File: src/rtl/cfdp_pkg.sv
// Types and constants for the CFDP PDU header parser.
package cfdp_pkg;

   localparam int POS_W = 5;
   localparam int LEN_W = 16;
   localparam int ID_W  = 64;

   localparam logic [7:0] VERSION_MASK   = 8'b1110_0000;
   localparam logic [7:0] SEG_CTRL_MASK  = 8'b1000_0000;
   localparam logic [7:0] ID_LEN_MASK    = 8'b0111_0000;
   localparam logic [7:0] SEG_META_MASK  = 8'b0000_1000;
   localparam logic [7:0] SEQ_LEN_MASK   = 8'b0000_0111;
   localparam logic [7:0] CRC_FLAG_MASK  = 8'b0000_0010;
   localparam logic [7:0] FLAGS_MASK     = 8'b0001_1111;

   localparam logic [POS_W-1:0] POS_FIRST  = 5'd0;
   localparam logic [POS_W-1:0] POS_LEN_HI = 5'd1;
   localparam logic [POS_W-1:0] POS_LEN_LO = 5'd2;
   localparam logic [POS_W-1:0] POS_FOURTH = 5'd3;
   localparam logic [POS_W-1:0] FIXED_LEN  = 5'd4;

   localparam logic [LEN_W-1:0] CRC_BYTES = 16'd4;

   localparam logic STATUS_OK    = 1'b0;
   localparam logic STATUS_SHORT = 1'b1;

   typedef struct packed {
      logic [7:0] data_byte;
      logic       last_byte;
   } req_type;

   typedef struct packed {
      logic            status;
      logic [2:0]      version;
      logic [4:0]      first_flags;
      logic [LEN_W-1:0] data_length;
      logic [1:0]      segment_flags;
      logic [3:0]      entity_id_bytes;
      logic [3:0]      sequence_bytes;
      logic [ID_W-1:0] source_id;
      logic [ID_W-1:0] sequence_number;
      logic [ID_W-1:0] destination_id;
   } rsp_type;

endpackage

File: src/rtl/cfdp_hdr_core.sv
// Header field state: byte counter, held fixed-header bytes and ID accumulators.
module cfdp_hdr_core (
   input  logic             clock,
   input  logic             reset,
   input  logic             accept,
   input  cfdp_pkg::req_type word,
   output logic             emit,
   output cfdp_pkg::rsp_type result
);

   logic [cfdp_pkg::POS_W-1:0]  byte_position_ff, byte_position_in;
   logic                        header_done_ff, header_done_in;
   logic [7:0]                  first_byte_held_ff, first_byte_held_in;
   logic [cfdp_pkg::LEN_W-1:0]  length_held_ff, length_held_in;
   logic [7:0]                  fourth_byte_held_ff, fourth_byte_held_in;
   logic [cfdp_pkg::ID_W-1:0]   source_acc_ff, source_acc_in;
   logic [cfdp_pkg::ID_W-1:0]   sequence_acc_ff, sequence_acc_in;
   logic [cfdp_pkg::ID_W-1:0]   dest_acc_ff, dest_acc_in;

   logic [cfdp_pkg::POS_W-1:0]  idx;
   logic [cfdp_pkg::POS_W-1:0]  pos_next;
   logic [3:0]                  id_len_cur, seq_len_cur;
   logic [3:0]                  id_len_new, seq_len_new;
   logic [cfdp_pkg::POS_W:0]    header_len;
   logic                        header_end;
   logic [7:0]                  first_masked, fourth_id, fourth_seq;

   always_comb begin
      fourth_id   = (fourth_byte_held_ff & cfdp_pkg::ID_LEN_MASK) >> 4;
      fourth_seq  = fourth_byte_held_ff & cfdp_pkg::SEQ_LEN_MASK;
      id_len_cur  = fourth_id[3:0] + 4'd1;
      seq_len_cur = fourth_seq[3:0] + 4'd1;
      idx         = byte_position_ff - cfdp_pkg::FIXED_LEN;
      pos_next    = byte_position_ff + 5'd1;

      first_byte_held_in  = first_byte_held_ff;
      length_held_in      = length_held_ff;
      fourth_byte_held_in = fourth_byte_held_ff;
      source_acc_in       = source_acc_ff;
      sequence_acc_in     = sequence_acc_ff;
      dest_acc_in         = dest_acc_ff;

      case (byte_position_ff)
         cfdp_pkg::POS_FIRST: begin
            first_byte_held_in = word.data_byte;
         end
         cfdp_pkg::POS_LEN_HI: begin
            length_held_in = {word.data_byte, length_held_ff[7:0]};
         end
         cfdp_pkg::POS_LEN_LO: begin
            length_held_in = {length_held_ff[15:8], word.data_byte};
         end
         cfdp_pkg::POS_FOURTH: begin
            fourth_byte_held_in = word.data_byte;
         end
         default: begin
            if (idx < {1'b0, id_len_cur}) begin
               source_acc_in = {source_acc_ff[cfdp_pkg::ID_W-9:0], word.data_byte};
            end else if (idx < ({1'b0, id_len_cur} + {1'b0, seq_len_cur})) begin
               sequence_acc_in = {sequence_acc_ff[cfdp_pkg::ID_W-9:0], word.data_byte};
            end else begin
               dest_acc_in = {dest_acc_ff[cfdp_pkg::ID_W-9:0], word.data_byte};
            end
         end
      endcase
   end

   always_comb begin
      id_len_new  = 4'(((fourth_byte_held_in & cfdp_pkg::ID_LEN_MASK) >> 4) + 8'd1);
      seq_len_new = 4'((fourth_byte_held_in & cfdp_pkg::SEQ_LEN_MASK) + 8'd1);
      header_len  = 6'(cfdp_pkg::FIXED_LEN) + {1'b0, id_len_new, 1'b0} + {2'b00, seq_len_new};
      header_end  = (pos_next > cfdp_pkg::FIXED_LEN) && ({1'b0, pos_next} == header_len);
      emit        = accept && !header_done_ff && (header_end || word.last_byte);
      first_masked = (first_byte_held_in & cfdp_pkg::VERSION_MASK) >> 5;

      result = '0;
      result.status = cfdp_pkg::STATUS_SHORT;
      if (header_end) begin
         result.status          = cfdp_pkg::STATUS_OK;
         result.version         = first_masked[2:0];
         result.first_flags     = 5'(first_byte_held_in & cfdp_pkg::FLAGS_MASK);
         result.data_length     = ((first_byte_held_in & cfdp_pkg::CRC_FLAG_MASK) != 8'd0)
                                  ? length_held_in - cfdp_pkg::CRC_BYTES : length_held_in;
         result.segment_flags   = {(fourth_byte_held_in & cfdp_pkg::SEG_CTRL_MASK) != 8'd0,
                                   (fourth_byte_held_in & cfdp_pkg::SEG_META_MASK) != 8'd0};
         result.entity_id_bytes = id_len_new;
         result.sequence_bytes  = seq_len_new;
         result.source_id       = source_acc_in;
         result.sequence_number = sequence_acc_in;
         result.destination_id  = dest_acc_in;
      end
   end

   always_comb begin
      byte_position_in = byte_position_ff;
      header_done_in   = header_done_ff;
      if (!header_done_ff) begin
         byte_position_in = pos_next;
         header_done_in   = header_end;
      end
   end

   always_ff @(posedge clock) begin
      if (reset || (accept && word.last_byte)) begin
         byte_position_ff    <= '0;
         header_done_ff      <= 1'b0;
         first_byte_held_ff  <= '0;
         length_held_ff      <= '0;
         fourth_byte_held_ff <= '0;
         source_acc_ff       <= '0;
         sequence_acc_ff     <= '0;
         dest_acc_ff         <= '0;
      end else if (accept && !header_done_ff) begin
         byte_position_ff    <= byte_position_in;
         header_done_ff      <= header_done_in;
         first_byte_held_ff  <= first_byte_held_in;
         length_held_ff      <= length_held_in;
         fourth_byte_held_ff <= fourth_byte_held_in;
         source_acc_ff       <= source_acc_in;
         sequence_acc_ff     <= sequence_acc_in;
         dest_acc_ff         <= dest_acc_in;
      end
   end

endmodule

File: src/rtl/cfdp_pdu_header_parser.sv
// CFDP PDU header parser, one PDU byte per word with a last-byte mark.
// Latency: the result word is valid the cycle after the byte that ends the header or the marked last byte.
// Throughput: one byte per cycle unless the output register holds an unaccepted result.
// A one-entry output register; input stalls only while a result waits unaccepted.
// Reset (synchronous) clears the byte counter, held fields, accumulators and the output valid flag.
module cfdp_pdu_header_parser (
   input  logic              clock,
   input  logic              reset,
   input  logic              req_valid,
   output logic              req_ready,
   input  cfdp_pkg::req_type req_word,
   output logic              rsp_valid,
   input  logic              rsp_ready,
   output cfdp_pkg::rsp_type rsp_word
);

   logic              rsp_valid_ff, rsp_valid_in;
   cfdp_pkg::rsp_type rsp_word_ff;
   logic              accept;
   logic              emit;
   cfdp_pkg::rsp_type result;

   assign req_ready = !rsp_valid_ff || rsp_ready;
   assign accept    = req_valid && req_ready;

   cfdp_hdr_core u_core (
      .clock  (clock),
      .reset  (reset),
      .accept (accept),
      .word   (req_word),
      .emit   (emit),
      .result (result)
   );

   always_comb begin
      rsp_valid_in = rsp_valid_ff && !rsp_ready;
      if (emit) begin
         rsp_valid_in = 1'b1;
      end
   end

   always_ff @(posedge clock) begin
      if (reset) begin
         rsp_valid_ff <= 1'b0;
      end else begin
         rsp_valid_ff <= rsp_valid_in;
      end
   end

   always_ff @(posedge clock) begin
      if (emit) begin
         rsp_word_ff <= result;
      end
   end

   assign rsp_valid = rsp_valid_ff;
   assign rsp_word  = rsp_word_ff;

endmodule

File: config.mk
export PLATFORM = sky130hd
export DESIGN_NAME = cfdp_pdu_header_parser
export DESIGN_NICKNAME = d
export VERILOG_FILES = /design/src/rtl/cfdp_pkg.sv /design/src/rtl/cfdp_hdr_core.sv /design/src/rtl/cfdp_pdu_header_parser.sv
export SDC_FILE = /design/constraint.sdc
export NUM_CORES = 1
export LEC_CHECK = 0
export BUFFER_PORTS_ARGS = -buffer_cell sky130_fd_sc_hd__buf_4
export CORE_MARGIN = 2
export CORE_UTILIZATION = 55
export CTS_BUF_LIST = sky130_fd_sc_hd__clkbuf_8
export CTS_CLUSTER_SIZE = 12
export DETAILED_ROUTE_END_ITERATION = 10
export GPL_TIMING_DRIVEN = 0
export MAX_ROUTING_LAYER = met4
export PLACE_DENSITY = 0.89
export RECOVER_POWER = 100
export REMOVE_ABC_BUFFERS = 1
export SLEW_MARGIN = 10
export SYNTH_ARGS = -nofsm -noshare
export SYNTH_HDL_FRONTEND = slang
export SYNTH_SLANG_ARGS = --single-unit
export TNS_END_PERCENT = 1
File: constraint.sdc
create_clock -name clock -period 14.91 [get_ports clock]
set_input_delay 1.491 -clock clock [delete_from_list [all_inputs] [get_ports clock]]
set_output_delay 1.491 -clock clock [all_outputs]
set_load 0.05 [all_outputs]
* Word-level counts from Yosys, hierarchy flattened
Index checks and enable logic that the tools add are counted.
** Storage, ports and cells
- Logic and storage cells :: 67
- Output and inout port bits :: 229
- Input port bits :: 13
- Flip-flop bits (word level) :: 458
** Operators by class
- Eq/ne operators :: 4
- Add/sub/neg operators :: 10
- Order comparisons :: 3
- Bitwise logic cells :: 1
- Multiplexer cells :: 15
- Reduce and logical (&&, ||, !) cells :: 15
** Operators by type and width (count)
- $mux 64 :: 8
- $mux 227 :: 1
- $pmux 16 s2 :: 1
- $add 3x1->4 const B :: 4
- $mux 16 :: 1
- $mux 8 :: 2
- $sub 16x3->16 const B :: 1
- $eq 5x2->1 const B :: 2
- $add 3x5->6 const A :: 1
- $add 6x4->6 :: 1
- $eq 5x6->1 :: 1
- $logic_and 1x1->1 :: 6
- $add 4x4->5 :: 1
- $add 5x1->5 const B :: 1
- $eq 5x1->1 const B :: 1
- $gt 5x3->1 const B :: 1
- $logic_not 5->1 :: 1
- $lt 5x4->1 :: 1
- $lt 5x5->1 :: 1
- $sub 5x3->5 const B :: 1
- $reduce_or 4->1 :: 1
- $logic_not 1->1 :: 3
- $logic_or 1x1->1 :: 3
- $mux 1 :: 2
- 2 further kinds :: 2

* Depth between registers and ports, before layout
- Word-level depth :: 10
- Gate-level depth with buffers :: 20
- Depth with buffers taken out :: 16

* Modules after synthesis
A second synthesis with hierarchy kept.
** Unflattened totals
- Cell total of the unflattened synthesis :: 2087
- Area, all modules :: 19346.1 um2
** By module, submodules not included
- cfdp_hdr_core :: times used 1, cells an instance 1855, seq. area each 4604.4 um2, area each 12474.5 um2
- cfdp_pdu_header_parser :: times used 1, cells an instance 232, seq. area each 6836.6 um2, area each 6871.6 um2

* Least setup slack after synthesis
OpenSTA, ideal clock, no wires.
- Kind :: in2reg
- Start point :: in req_word[5] in the netlist's numbering
- End point :: reg rsp_word_ff (netlist bit rsp_word[0]) (enable)
- Arrival time :: 15.257 ns
- Setup time :: 0.891 ns
- Required time :: 14.019 ns
- Stages on the path :: 16
- Setup slack :: -1.238 ns
- Cell sequence :: clkbuf_1 > mux2i_1 > inv_1 > ha_1 > inv_1 > ha_1 > inv_1 > ha_1 > fa_1 > xnor2_1 > xnor3_1 > nand3_1 > or3_1 > clkbuf_1 > clkbuf_1 > a21oi_1
** On the way
- Longest elaborated chain between the ends :: 8
** RTL lines
- start, declared :: RTL line cfdp_pdu_header_parser.sv:11 : input cfdp_pkg::req_type req_word,
- $mux 8 :: RTL line cfdp_hdr_core.sv:43 : case (byte_position_ff)
- $add 3x1->4 :: RTL line cfdp_hdr_core.sv:69 : id_len_new = 4'(((fourth_byte_held_in & cfdp_pkg::ID_LEN_MASK) >> 4) + 8'd1);
- net u_core.id_len_new[0] :: RTL line cfdp_hdr_core.sv:23 : logic [3:0] id_len_new, seq_len_new;
- $add 3x5->6 :: RTL line cfdp_hdr_core.sv:71 : header_len = 6'(cfdp_pkg::FIXED_LEN) + {1'b0, id_len_new, 1'b0} + {2'b00, seq_len_new};
- $add 6x4->6 :: RTL line cfdp_hdr_core.sv:71
- $eq 5x6->1 :: RTL line cfdp_hdr_core.sv:72 : header_end = (pos_next > cfdp_pkg::FIXED_LEN) && ({1'b0, pos_next} == header_len);
- $logic_and 1x1->1 :: RTL line cfdp_hdr_core.sv:72
- $logic_or 1x1->1 :: RTL line cfdp_hdr_core.sv:73 : emit = accept && !header_done_ff && (header_end || word.last_byte);
- $logic_and 1x1->1 :: RTL line cfdp_hdr_core.sv:73
- net emit :: RTL line cfdp_pdu_header_parser.sv:20 : logic emit;
- end signal, assigned :: RTL line cfdp_pdu_header_parser.sv:52 : rsp_word_ff <= result;
- end, declared :: RTL line cfdp_pdu_header_parser.sv:18 : cfdp_pkg::rsp_type rsp_word_ff;
The timed path passes the listed nets, and every way through them passes these cells.
A chain may end at the register's enable or synchronous reset.

* Worst setup path in the final report
- Start point :: reg u_core.byte_position_ff[0] in the netlist's numbering
- End point :: reg rsp_word_ff (netlist bit rsp_word[104]) (enable)
** On the way
- Longest elaborated chain between the ends :: 9
- Elaborated cells between the ends (all ways) :: 12
- Those cells by class :: add/sub (5); order compare (1); eq/ne (2); mux (1); reduce/logical (3)
** RTL lines
- start, declared :: RTL line cfdp_hdr_core.sv:11 : logic [cfdp_pkg::POS_W-1:0] byte_position_ff, byte_position_in;
- start signal, assigned :: RTL line cfdp_hdr_core.sv:114 : byte_position_ff <= byte_position_in;
- $eq 5x2->1 :: RTL line cfdp_hdr_core.sv:43
- $mux 8 :: RTL line cfdp_hdr_core.sv:43
- $add 3x1->4 :: RTL line cfdp_hdr_core.sv:69
- net u_core.id_len_new[0] :: RTL line cfdp_hdr_core.sv:23
- $add 3x5->6 :: RTL line cfdp_hdr_core.sv:71
- $add 6x4->6 :: RTL line cfdp_hdr_core.sv:71
- $eq 5x6->1 :: RTL line cfdp_hdr_core.sv:72
- $logic_and 1x1->1 :: RTL line cfdp_hdr_core.sv:72
- $logic_or 1x1->1 :: RTL line cfdp_hdr_core.sv:73
- $logic_and 1x1->1 :: RTL line cfdp_hdr_core.sv:73
- net emit :: RTL line cfdp_pdu_header_parser.sv:20
The timed path passes the listed nets, and every way through them passes these cells.

==> impl_metrics.ini <==
[cts]
postCtsHoldBufs = 0
insertion_delay_ns = 0.60
root_buffer = clkbuf_8
clock_sinks = 458
cts-resized-gates = 0
cts_tree = done
cts_buffer_depth = 3
cts_setup_buffers = 0
cts_buffers = 74
htree_levels = 3
clkTransAtPathRegs_ns = 0.06

[sta]
finalWorstSetupSlack_ns = 4.73
period_share_pct = 68.3
finClkSkew_ns = 0.0219
fin_hold_ws_ns = 0.457
fmax_mhz = 98.2
maxSlewViolCount = 369
hold_violations = 0
rsz0062_at_grt = false
post-route-min-period_ns = 10.18
worst_slew_pin_slew_ns = 3.58
setup_viol = 0
relSlewSlack_pct = -139

[power]
power_frac_seq_pct = 47.9
pwr-share-comb_pct = 9.8
switching_share_pct = 25.2
switching_power_uw = 714
ir_drop_uv = 82.6
leakagePower_nw = 7.26
clkPwrFrac_pct = 42.3
pwr_density_cell_nw_per_um2 = 121
cellInternalPower_mw = 2.12

[run]
cap_violations = 7

[worst_setup_path]
worstPathMaxFanout = 73
startpoint = u_core.byte_position_ff[0]
cp.required_ns = 15.25
crit_type = reg -> reg
end_kind = register
arrival_ns = 10.52
reg2reg_from = u_core.byte_position_ff[0]
cp-start-kind = register

[global_route]
grt_usage_pct = 27.6
busiest_layer = met2
use_met3_pct = 4.69
met1_usage_pct = 34.1
grtUsageMet2_pct = 44.7
overflow = 0
grt_max_degree = 83
antenna_found_initial = 0
grt_pass1_vias = 15700
grt_pass1_wl_um = 82600

[min_path]
min_from = u_core.sequence_acc_ff[61]
hp-class = reg -> reg

[synthesis]
synth-xor-area-share_pct = 0.943
synth_top_family_by_area = compound AO/OA/AOI/OAI gates
synth_compound_area_share_pct = 13.2
ys_seq_area_share_pct = 57.1
async_flop_share_pct = 0
synthAdderAreaFrac_pct = 1.89
syn_area_per_cell_um2 = 10.4
synth_edf_count = 227
netlist_area_um2 = 20000
muxShareOfSynthArea_pct = 10.6
ys_ff_latch = 458
synth-main-ff-cell = dfxtp_1
synth_area_leader_cell = edfxtp_1
yosysWarnings = 0
syn_inst = 1933
synth_cell_types = 58
ys_top_cells_by_area = edfxtp_1 34%, dfxtp_1 23%, mux2i_1 10%, a21oi_1 5.3%, nand3_1 5.0%
yosys.area.top_type_share_pct = 34.0
synth-simple-area-share_pct = 12.0

[floorplan]
die-area_um2 = 38000
dieWidth_um = 195
core_um2 = 35700
die_y_um = 195
rows = 69
start_util_pct = 56.1
io_pins = 242

[cells_and_area]
drive_gt1_share_pct = 7.86
final_util_pct = 65.2
syn_to_final_growth_pct = 16.3
seq_area_um2 = 11400
fillCellCount = 2824
stdcell_count = 2649
diodes = 0
final_nets = 2170
multi_input_area_um2 = 7790

[detailed_routing]
vias = 16100
wl_um = 52000
drcViolationCount = 0
wire_per_inst_um = 19.6
viasPerCell = 6.09
antenna_left = 0
dr.pass1.iters = 6
first_iter_violations = 1631

[outcome]
violations = max-capacitance violations, max-slew violations
outcome = finished, violations left

[place]
gp_congestion = 0.837
post-place-ws_ns = 8.13
dp_cells = 2513
dp_hpwl_um = 33400
io_buffers = 241
==> sequential cells by signal, summed over array words and instances (netlist names) <==
name,count
u_core.length_held_ff,16
rsp_word,227
rsp_valid,1
u_core.first_byte_held_ff,8
u_core.header_done_ff,1
u_core.dest_acc_ff,64
u_core.fourth_byte_held_ff,8
u_core.source_acc_ff,64
u_core.sequence_acc_ff,64
u_core.byte_position_ff,5
==> cell type report <==
class | count | share of cell area, %
flip-flops and latches | 458 | 49.1
repair buffers | 299 | 7.53
well taps | 461 | 2.47
clock inverters | 46 | 1.81
multi-input cells | 1273 | 33.4
inverters | 22 | 0.354
clock buffers | 90 | 5.31
==> cell families (layout without fill, tap and decap cells) <==
logic type,count (synthesis),after routing
AOI/OAI and AO/OA,484,484
xor gates and xnor gates,20,20
adders and majority gates,29,29
buffers and inverters,202,457
DFF,458,458
muxes,211,211
and+or+nand+nor,529,529
==> routing by layer <==
metal / share of wire [%] / wire length, µm / up-vias
li1: - / - / 7418
met1: 40 / 20700 / 7782
met2: 49 / 25600 / 809
met3: 7.7 / 4020 / 130
met4: 3.2 / 1680 / 0
met5: 0 / 0 / -
==> through the flow <==
| stage | power, mW | instance area, µm² | TNS (ns) |
|---|---|---|---|
| global route | 2.92 | 23300 | 0 |
| global placement | 1.67 | 21700 | -5118.06 |
| floorplan | 1.58 | 19300 | -1241.61 |
| detailed placement | 1.68 | 22800 | 0 |
| finish | 2.83 | 23300 | 0 |
| CTS | 2.87 | 24500 | 0 |
==> power by group through the flow <==
stage | Clock, mW | Combinational, mW | Sequential [mW]
after floorplan | 0 | 0.118 | 1.47
after global placement | 0 | 0.270 | 1.40
after detailed placement | 0 | 0.294 | 1.38
after CTS | 1.22 | 0.296 | 1.36
after global routing | 1.27 | 0.294 | 1.36
final | 1.20 | 0.278 | 1.36
==> cell usage in the layout, fill, tap and decap left out, drive strengths merged, types with 2 or more instances in the layout <==
master | Yosys | final
edfxtp | 227 | 227
buf | 61 | 41
a211oi | 24 | 24
a21oi | 212 | 212
nor2 | 50 | 50
ha | 27 | 27
and3b | 2 | 2
a21o | 3 | 3
dfxtp | 231 | 231
and3 | 3 | 3
or3 | 3 | 3
nand3 | 202 | 202
o21ai | 208 | 208
nor4 | 11 | 11
nand2 | 224 | 224
nand4 | 4 | 4
o21a | 7 | 7
nand4bb | 2 | 2
bufinv | 0 | 9
clkinv | 0 | 15
a31oi | 2 | 2
o31a | 3 | 3
and4 | 2 | 2
nand3b | 2 | 2
xnor2 | 15 | 15
fa | 2 | 2
a22o | 2 | 2
a22oi | 16 | 16
and2 | 3 | 3
mux2i | 210 | 210
clkbuf | 119 | 348
inv | 22 | 43
nor3 | 14 | 14
xor2 | 4 | 4
==> final timing paths <==
kind / slack, ns / depth (start not counted) / end
min: 0.46 / 2 / u_core.sequence_acc_ff[61]
max: 4.73 / 19 / rsp_word[104]
max reg2reg: 4.73 / 19 / rsp_word[104]
min reg2reg: 0.46 / 2 / u_core.sequence_acc_ff[61]
==> critical path: stages (launching register included) <==
cell	delay (ns)
dfxtp_1	0.55
ha_1	0.39
nand3b_1	0.58
mux2i_1	0.72
inv_1	0.17
ha_1	0.33
inv_1	0.05
ha_1	0.26
inv_1	0.04
ha_1	0.22
fa_1	0.38
xnor2_1	0.19
xnor3_1	0.23
nand3_1	0.11
or3_1	1.23
clkbuf_1	2.58
a21oi_4	0.68
buf_12	0.39
clkbuf_1	0.43
buf_16	0.34
==> cells in the mapped netlist, drive strengths merged, types with 2 or more instances <==
| library cell | instances |
|---|---|
| edfxtp | 227 |
| xnor2 | 15 |
| a21oi | 212 |
| fa | 2 |
| a21o | 3 |
| and2 | 3 |
| and3 | 3 |
| nor4 | 11 |
| o31a | 3 |
| inv | 22 |
| nand3 | 202 |
| nand4bb | 2 |
| o21ai | 208 |
| and4 | 2 |
| nand4 | 4 |
| nor3 | 14 |
| nand3b | 2 |
| xor2 | 4 |
| and3b | 2 |
| dfxtp | 231 |
| a22oi | 16 |
| nor2 | 50 |
| a31oi | 2 |
| buf | 61 |
| a211oi | 24 |
| mux2i | 210 |
| ha | 27 |
| or3 | 3 |
| a22o | 2 |
| nand2 | 224 |
| o21a | 7 |
| clkbuf | 119 |
Power figures use the tool's default switching activity.
